`config.mk`:
```
export PLATFORM = sky130hd
export DESIGN_NAME = voice_oscillator_register_readback
export DESIGN_NICKNAME = d
export VERILOG_FILES = /design/src/vorr_pkg.sv /design/src/vorr_ram.sv /design/src/vorr_osc.sv /design/src/voice_oscillator_register_readback.sv
export SDC_FILE = /design/constraint.sdc
export NUM_CORES = 1
export LEC_CHECK = 0
export ABC_AREA = 1
export BUFFER_PORTS_ARGS = -buffer_cell sky130_fd_sc_hd__buf_2
export CAP_MARGIN = 20
export CORE_ASPECT_RATIO = 1.1
export CORE_MARGIN = 2
export CORE_UTILIZATION = 45
export CTS_CLUSTER_SIZE = 40
export DETAILED_ROUTE_END_ITERATION = 12
export GPL_ROUTABILITY_DRIVEN = 0
export PLACE_DENSITY = 0.66
export SETUP_SLACK_MARGIN = 0.1
export SYNTH_ARGS = -nofsm -noshare
export SYNTH_HDL_FRONTEND = slang
export SYNTH_SLANG_ARGS = --single-unit
export TNS_END_PERCENT = 100
```
`constraint.sdc`:
```
create_clock -name clk -period 2.9 [get_ports clk]
set_input_delay 0.435 -clock clk [delete_from_list [all_inputs] [get_ports clk]]
set_output_delay 0.435 -clock clk [all_outputs]
set_load 0.005 [all_outputs]
```
`src/vorr_pkg.sv`:
```
// vorr_pkg: shared types and constants for the voice oscillator register block
// opcodes, register addresses, waveform constants and the oscillator command struct
// no dependencies
package vorr_pkg;

    localparam int REG_COUNT  = 32;
    localparam int ADDR_W     = 5;
    localparam int BYTE_W     = 8;
    localparam int ACC_W      = 24;
    localparam int LFSR_W     = 23;
    localparam int FREQ_W     = 16;
    localparam int PW_W       = 12;

    // opcodes
    localparam logic [1:0] OP_READ  = 2'd0;
    localparam logic [1:0] OP_WRITE = 2'd1;
    localparam logic [1:0] OP_TICK  = 2'd2;

    // register addresses
    localparam logic [ADDR_W-1:0] ADDR_FREQ_LO = 5'h0E;
    localparam logic [ADDR_W-1:0] ADDR_FREQ_HI = 5'h0F;
    localparam logic [ADDR_W-1:0] ADDR_PW_LO   = 5'h10;
    localparam logic [ADDR_W-1:0] ADDR_PW_HI   = 5'h11;
    localparam logic [ADDR_W-1:0] ADDR_CTRL    = 5'h12;
    localparam logic [ADDR_W-1:0] ADDR_PADX    = 5'h19;
    localparam logic [ADDR_W-1:0] ADDR_PADY    = 5'h1A;
    localparam logic [ADDR_W-1:0] ADDR_OSC     = 5'h1B;
    localparam logic [ADDR_W-1:0] ADDR_ENV     = 5'h1C;

    localparam logic [LFSR_W-1:0] LFSR_SEED = 23'h7FFFF8;
    localparam int                EDGE_BIT  = 19;

    // control byte bits
    localparam int CTRL_NOISE    = 7;
    localparam int CTRL_PULSE    = 6;
    localparam int CTRL_SAW      = 5;
    localparam int CTRL_TRIANGLE = 4;

    // what the output stage returns for a beat
    typedef enum logic [2:0] {
        RES_ZERO = 3'b001,
        RES_OSC  = 3'b010,
        RES_PAD  = 3'b100
    } res_kind_t;

    typedef struct packed {
        logic              tick;
        logic              wr;
        logic [ADDR_W-1:0] addr;
        logic [BYTE_W-1:0] data;
    } osc_cmd_t;

endpackage

```
`src/vorr_ram.sv`:
```
// vorr_ram: generic single-port synchronous ram with registered read
// no dependencies
module vorr_ram #(
    parameter int WIDTH = 8,
    parameter int DEPTH = 32
) (
    input  logic                     clk,
    input  logic                     we,
    input  logic                     re,
    input  logic [$clog2(DEPTH)-1:0] addr,
    input  logic [WIDTH-1:0]         wdata,
    output logic [WIDTH-1:0]         rdata
);

    logic [WIDTH-1:0] mem [DEPTH];
    logic [WIDTH-1:0] rdata_reg;

    always_ff @(posedge clk)
    begin
        if (we)
        begin
            mem[addr] <= wdata;
        end
        if (re)
        begin
            rdata_reg <= mem[addr];
        end
    end

    assign rdata = rdata_reg;

endmodule

```
`src/vorr_osc.sv`:
```
// vorr_osc: voice-3 phase accumulator, noise lfsr, control shadows and waveform select
// depends on vorr_pkg
module vorr_osc (
    input  logic                      clk,
    input  logic                      rst_n,
    input  vorr_pkg::osc_cmd_t        cmd,
    output logic [vorr_pkg::BYTE_W-1:0] osc_byte
);

    logic [vorr_pkg::ACC_W-1:0]  acc_reg, acc_next;
    logic [vorr_pkg::LFSR_W-1:0] lfsr_reg, lfsr_next;
    logic [vorr_pkg::BYTE_W-1:0] freq_lo_reg, freq_hi_reg, pw_lo_reg, pw_hi_reg, ctrl_reg;
    logic [vorr_pkg::ACC_W-1:0]  acc_sum;
    logic [vorr_pkg::FREQ_W-1:0] step;
    logic [vorr_pkg::PW_W-1:0]   width;
    logic [vorr_pkg::PW_W-1:0]   phase_hi;
    logic [vorr_pkg::BYTE_W-1:0] top;

    assign step    = {freq_hi_reg, freq_lo_reg};
    assign acc_sum = acc_reg + {{(vorr_pkg::ACC_W-vorr_pkg::FREQ_W){1'b0}}, step};

    always_comb
    begin
        acc_next  = acc_reg;
        lfsr_next = lfsr_reg;
        if (cmd.tick)
        begin
            acc_next = acc_sum;
            // lfsr clocks on a rising edge of accumulator bit 19
            if (!acc_reg[vorr_pkg::EDGE_BIT] && acc_sum[vorr_pkg::EDGE_BIT])
            begin
                lfsr_next = {lfsr_reg[0] ^ lfsr_reg[2], lfsr_reg[vorr_pkg::LFSR_W-1:1]};
            end
        end
    end

    always_ff @(posedge clk or negedge rst_n)
    begin
        if (!rst_n)
        begin
            acc_reg     <= '0;
            lfsr_reg    <= vorr_pkg::LFSR_SEED;
            freq_lo_reg <= '0;
            freq_hi_reg <= '0;
            pw_lo_reg   <= '0;
            pw_hi_reg   <= '0;
            ctrl_reg    <= '0;
        end
        else
        begin
            acc_reg  <= acc_next;
            lfsr_reg <= lfsr_next;
            if (cmd.wr)
            begin
                case (cmd.addr)
                    vorr_pkg::ADDR_FREQ_LO: freq_lo_reg <= cmd.data;
                    vorr_pkg::ADDR_FREQ_HI: freq_hi_reg <= cmd.data;
                    vorr_pkg::ADDR_PW_LO:   pw_lo_reg   <= cmd.data;
                    vorr_pkg::ADDR_PW_HI:   pw_hi_reg   <= cmd.data;
                    vorr_pkg::ADDR_CTRL:    ctrl_reg    <= cmd.data;
                    default:                ;
                endcase
            end
        end
    end

    assign width    = {pw_hi_reg[3:0], pw_lo_reg};
    assign phase_hi = acc_reg[vorr_pkg::ACC_W-1 -: vorr_pkg::PW_W];
    assign top      = acc_reg[vorr_pkg::ACC_W-1 -: vorr_pkg::BYTE_W];

    always_comb
    begin
        if (ctrl_reg[vorr_pkg::CTRL_NOISE])
        begin
            osc_byte = lfsr_reg[15:8];
        end
        else if (ctrl_reg[vorr_pkg::CTRL_SAW])
        begin
            osc_byte = top;
        end
        else if (ctrl_reg[vorr_pkg::CTRL_TRIANGLE])
        begin
            osc_byte = acc_reg[vorr_pkg::ACC_W-1] ? ~top : top;
        end
        else if (ctrl_reg[vorr_pkg::CTRL_PULSE])
        begin
            osc_byte = (phase_hi < width) ? 8'hFF : 8'h00;
        end
        else
        begin
            osc_byte = '0;
        end
    end

endmodule

```
`src/voice_oscillator_register_readback.sv`:
```
// voice oscillator register readback: 32-byte sound-chip register file with live voice-3
// oscillator readback. input beats carry opcode, reg_address and write_data; every accepted
// beat produces exactly one output beat carrying read_data, in order.
// a read of 0x1B returns the waveform byte (noise, sawtooth, triangle, pulse by control byte
// priority), paddle reads return the stored byte, everything else returns zero.
// writes and ticks take effect at the accepting edge and return zero.
// an accepted beat passes the middle stage (ram read), then the output register.
// throughput: one beat per cycle unless the receiver stalls; the register file ram serves
// one access per cycle; the accumulator add and lfsr shift finish in the accepting cycle.
// in_ready is high whenever the middle stage is empty or moving; a stalled receiver holds
// the output register and then the middle stage, and only then drops in_ready.
// reset: asynchronous, clears the accumulator, seeds the lfsr with 0x7FFFF8, clears the
// control shadows and the per-entry valid bits, so paddle registers read zero until written.
// no clearing pass is needed; in_ready is high as soon as reset is released.
// depends on vorr_pkg, vorr_ram, vorr_osc
module voice_oscillator_register_readback (
    input  logic                          clk,
    input  logic                          rst_n,
    input  logic                          in_valid,
    output logic                          in_ready,
    input  logic [1:0]                    opcode,
    input  logic [vorr_pkg::ADDR_W-1:0]   reg_address,
    input  logic [vorr_pkg::BYTE_W-1:0]   write_data,
    output logic                          out_valid,
    input  logic                          out_ready,
    output logic [vorr_pkg::BYTE_W-1:0]   read_data
);

    logic                          accept;
    logic                          is_read, is_write, is_tick;
    logic                          pad_hit;
    logic [vorr_pkg::BYTE_W-1:0]   osc_byte;
    logic [vorr_pkg::BYTE_W-1:0]   ram_rdata;
    vorr_pkg::osc_cmd_t            cmd;
    vorr_pkg::res_kind_t           kind_in;

    // middle stage: waits for the ram read
    logic                          mid_valid_reg;
    vorr_pkg::res_kind_t           mid_kind_reg;
    logic [vorr_pkg::BYTE_W-1:0]   mid_osc_reg;
    logic                          mid_written_reg;
    logic                          mid_adv;

    logic                          out_valid_reg;
    logic [vorr_pkg::BYTE_W-1:0]   out_data_reg, out_data_next;

    logic [vorr_pkg::REG_COUNT-1:0] written_reg;

    assign mid_adv  = mid_valid_reg && (!out_valid_reg || out_ready);
    assign in_ready = !mid_valid_reg || mid_adv;
    assign accept   = in_valid && in_ready;

    assign is_read  = accept && (opcode == vorr_pkg::OP_READ);
    assign is_write = accept && (opcode == vorr_pkg::OP_WRITE);
    assign is_tick  = accept && (opcode == vorr_pkg::OP_TICK);
    assign pad_hit  = (reg_address == vorr_pkg::ADDR_PADX) ||
                      (reg_address == vorr_pkg::ADDR_PADY);

    always_comb
    begin
        kind_in = vorr_pkg::RES_ZERO;
        if (opcode == vorr_pkg::OP_READ)
        begin
            if (reg_address == vorr_pkg::ADDR_OSC)
            begin
                kind_in = vorr_pkg::RES_OSC;
            end
            else if (pad_hit)
            begin
                kind_in = vorr_pkg::RES_PAD;
            end
        end
    end

    assign cmd.tick = is_tick;
    assign cmd.wr   = is_write;
    assign cmd.addr = reg_address;
    assign cmd.data = write_data;

    vorr_osc u_osc (
        .clk      (clk),
        .rst_n    (rst_n),
        .cmd      (cmd),
        .osc_byte (osc_byte)
    );

    // the ram read issues only on an accepted read, so its data holds while the middle stalls
    vorr_ram #(
        .WIDTH (vorr_pkg::BYTE_W),
        .DEPTH (vorr_pkg::REG_COUNT)
    ) u_regs (
        .clk   (clk),
        .we    (is_write),
        .re    (is_read && pad_hit),
        .addr  (reg_address),
        .wdata (write_data),
        .rdata (ram_rdata)
    );

    always_ff @(posedge clk or negedge rst_n)
    begin
        if (!rst_n)
        begin
            mid_valid_reg <= 1'b0;
            mid_kind_reg  <= vorr_pkg::RES_ZERO;
            out_valid_reg <= 1'b0;
            written_reg   <= '0;
        end
        else
        begin
            if (accept)
            begin
                mid_valid_reg <= 1'b1;
                mid_kind_reg  <= kind_in;
            end
            else if (mid_adv)
            begin
                mid_valid_reg <= 1'b0;
            end

            if (mid_adv)
            begin
                out_valid_reg <= 1'b1;
            end
            else if (out_ready)
            begin
                out_valid_reg <= 1'b0;
            end

            if (is_write)
            begin
                written_reg[reg_address] <= 1'b1;
            end
        end
    end

    always_ff @(posedge clk)
    begin
        if (accept)
        begin
            mid_osc_reg     <= osc_byte;
            mid_written_reg <= written_reg[reg_address];
        end
        if (mid_adv)
        begin
            out_data_reg <= out_data_next;
        end
    end

    always_comb
    begin
        case (mid_kind_reg)
            vorr_pkg::RES_OSC: out_data_next = mid_osc_reg;
            // an entry never written still reads its reset value of zero
            vorr_pkg::RES_PAD: out_data_next = mid_written_reg ? ram_rdata : '0;
            default:           out_data_next = '0;
        endcase
    end

    assign out_valid = out_valid_reg;
    assign read_data = out_data_reg;

endmodule
```
==> qor.yml <==
outcome:
  status: "finished, final reports clean"
clock_network:
  cts_htree_levels: 2
  cts_sinks: 397
  clk_latency_ns: 0.54
  postCtsSetupRepairBufs: 0
  cts_buffers: 41
  cts-root-buf: "clkbuf_16"
  cts_tree: "done"
  cts_buffer_depth: 3
  clkSlewWorstSetupHoldPaths_ns: 0.06
timing:
  hold_viol_final: 0
  setup_viol: 0
  rsz0062_at_grt: "no"
  setup_tns_ns: 0
  finalClockSkew_ns: 0.0251
  period_share_pct: 81.6
  worst_slew_margin_rel_pct: 44.3
  fmax_mhz: 423
  slew_viol_final: 0
  worstMarginPinSlew_ns: 0.836
  period_minus_slack_ns: 2.37
synthesis:
  synth_nets: 1686
  synth_edf_count: 281
  ys_warn_count: 0
  netlist_top_cells_count: "nand2_1 (580), edfxtp_1 (281), inv_1 (112)"
  yosysSeqAreaShare_pct: 66.6
  yosys.cell_count.top_type: "nand2_1"
  synth_top_area_share_pct: 49.4
  synth_cell_types: 34
  yosys.area.top_type: "edfxtp_1"
  synthesis.instances: 1638
  ys_async_sr_fraction_pct: 29.2
  ys_ff_latch: 397
  syn_area_um2: 17100
  ys.flop_type: "edfxtp_1"
  synth_area_per_cell_um2: 10.4
  synth_area_leaders: "edfxtp_1 (49%), dfrtp_1 (14%), nand2_1 (13%)"
setup_path:
  critPathSlowestCell: "dfrtp_1"
  reg2reg_depth: 11
  crit_chain: "ha_1, or2_2, and2_1, nand3b_1, nand3_1, ha_1, inv_1, nor2_1, buf_4, nand2_1, nand2_1"
  crit_arrival_ns: 2.77
  start_kind: "register"
  path_class: "reg2reg"
  path_max_fanout: 23
  slowest_delay_ns: 0.37
  worstPathRequired_ns: 3.31
  cp-end-kind: "register"
placement:
  dp_cells: 2163
  place_hpwl_um: 26900
  io_buffers: 28
pwr:
  peakVddDrop_uv: 454
  power_leakage_nw: 8.14
  powerDensity_nw_per_um2: 683
routing:
  vias_per_cell: 5.28
  dr_total_vias: 11800
  wire_per_inst_um: 18.4
  dr.pass1.iters: 5
  antenna_left: 0
  drc_errors: 0
  wl_um: 41300
  drt_iter0_markers: 1060
final_layout:
  multi_input_area_um2: 5060
  insertedDiodeCount: 0
  largest_reg_flops: 256
  regArea_um2: 11400
  area_growth_syn_to_layout_pct: 14.7
  fillers: 3178
  fin_cells: 2237
  drive_gt1_share_pct: 12.1
  final_util_pct: 52.5
  nets: 1761
floorplan:
  core_um2: 37300
  fp.dieW_um: 190
  die_y_um: 208
  start_util_pct: 45.8
  die_area_um2: 39500
  num_rows: 74
  ios: 29
global_route:
  grt_pass1_vias: 11800
  grt_max_degree: 58
  track_usage_pct: 21.3
  grt_pass1_wl_um: 65700
  overflow: 0
  antenna_found_initial: 0
job:
  cap_viol_max_count: 0
min_path:
  hold_depth: 4
  min_path_type: "in2reg"
==> per-layer routing <==
layer | GRT usage [%] | up-vias | share of wire (%)
met5 | 0 | - | 0
met4 | 6.60 | 0 | 2.8
met3 | 2.97 | 77 | 5.0
met2 | 35.7 | 338 | 49
met1 | 28.9 | 5708 | 43
li1 | - | 5685 | -
==> metrics by stage <==
step / total power, mW / setup slack [ns] / cell area, µm² / hold slack, ns
6_report: 13.4 / 0.533 / 19600 / 0.170
5_1_grt: 13.9 / 0.280 / 19600 / 0.177
4_1_cts: 13.5 / 0.527 / 19600 / 0.162
3_5_place_dp: 7.81 / 0.409 / 18100 / 0.442
3_3_place_gp: 7.78 / 0.451 / 18100 / 0.436
2_1_floorplan: 7.34 / 0.458 / 17100 / 0.139
==> cell usage in the layout, fill, tap and decap left out, types with 2 or more instances in the layout <==
cell | synthesis | layout
nand2_1 | 580 | 580
edfxtp_1 | 281 | 281
inv_1 | 112 | 112
o21ai_0 | 108 | 108
dfrtp_1 | 95 | 95
nor2_1 | 91 | 89
nand3_1 | 60 | 60
a22oi_1 | 56 | 56
buf_4 | 3 | 56
a21oi_1 | 42 | 42
clkbuf_16 | 0 | 42
nand4_1 | 39 | 39
ha_1 | 28 | 28
buf_2 | 12 | 27
or2_2 | 23 | 23
dfstp_2 | 21 | 21
nor3_1 | 10 | 10
bufinv_16 | 0 | 9
nor2_4 | 3 | 6
clkinv_1 | 1 | 6
nand3b_1 | 5 | 5
xnor2_1 | 5 | 5
clkbuf_1 | 39 | 5
inv_2 | 4 | 4
nor2_2 | 5 | 4
clkinv_2 | 0 | 4
buf_12 | 0 | 4
and2_1 | 3 | 3
clkbuf_8 | 0 | 3
xor2_1 | 2 | 2
clkinvlp_4 | 0 | 2
==> critical path: cells and delay by family (launching register included) <==
family / cells / cell delay (ns)
AND/OR/NAND/NOR: 7 / 0.97
adder cells (fa/ha/maj): 2 / 0.62
flip-flops: 1 / 0.37
buffers and inverters: 2 / 0.29
==> final cells by class <==
cell class / instances / area share (%)
timing repair buffer: 88 / 3.29
clock buffer: 50 / 5.67
multi-input combinational: 1068 / 25.8
sequential: 397 / 58.0
inverter: 117 / 2.24
clock inverter: 23 / 1.83
tap: 494 / 3.15
==> power by group <==
| part | internal, mW | leakage [nW] | total (mW) | switching (mW) |
|---|---|---|---|---|
| clock | 3.53 | 0.712 | 5.69 | 2.15 |
| combinational | 0.420 | 3.49 | 1.24 | 0.817 |
| sequential | 6.32 | 3.94 | 6.46 | 0.141 |
==> cell families (layout without fill, tap and decap cells) <==
group / after synthesis / count (layout) / share of synthesized area, %
AOI/OAI and AO/OA: 209 / 209 / 6.99
xor gates and xnor gates: 7 / 7 / 0.359
adders and majority gates: 29 / 29 / 2.17
buffers and inverters: 173 / 278 / 3.96
DFF: 397 / 397 / 66.6
and+or+nand+nor: 823 / 823 / 20.0
==> path summary, 6_finish.rpt <==
check / startpoint / endpoint / slack [ns]
setup / recovery: u_osc.freq_lo_reg[2] / u_osc.lfsr_reg[2] / 0.53
min in group asynchronous: rst_n / u_osc.lfsr_reg[1] / 0.42
hold / removal: out_ready / out_valid / 0.17
hold reg to reg: written_reg[8] / written_reg[8] / 0.45
max in group asynchronous: rst_n / mid_kind_reg[0] / 1.72
setup reg to reg: u_osc.freq_lo_reg[2] / u_osc.lfsr_reg[2] / 0.53
==> repair_timing <==
item                                   in CTS  in global routing
hold buffers                                1                  0
endpoints found under the hold margin      22                  0
gates resized for setup                     0                  0
No activity file was read; power rests on OpenSTA's default activity.
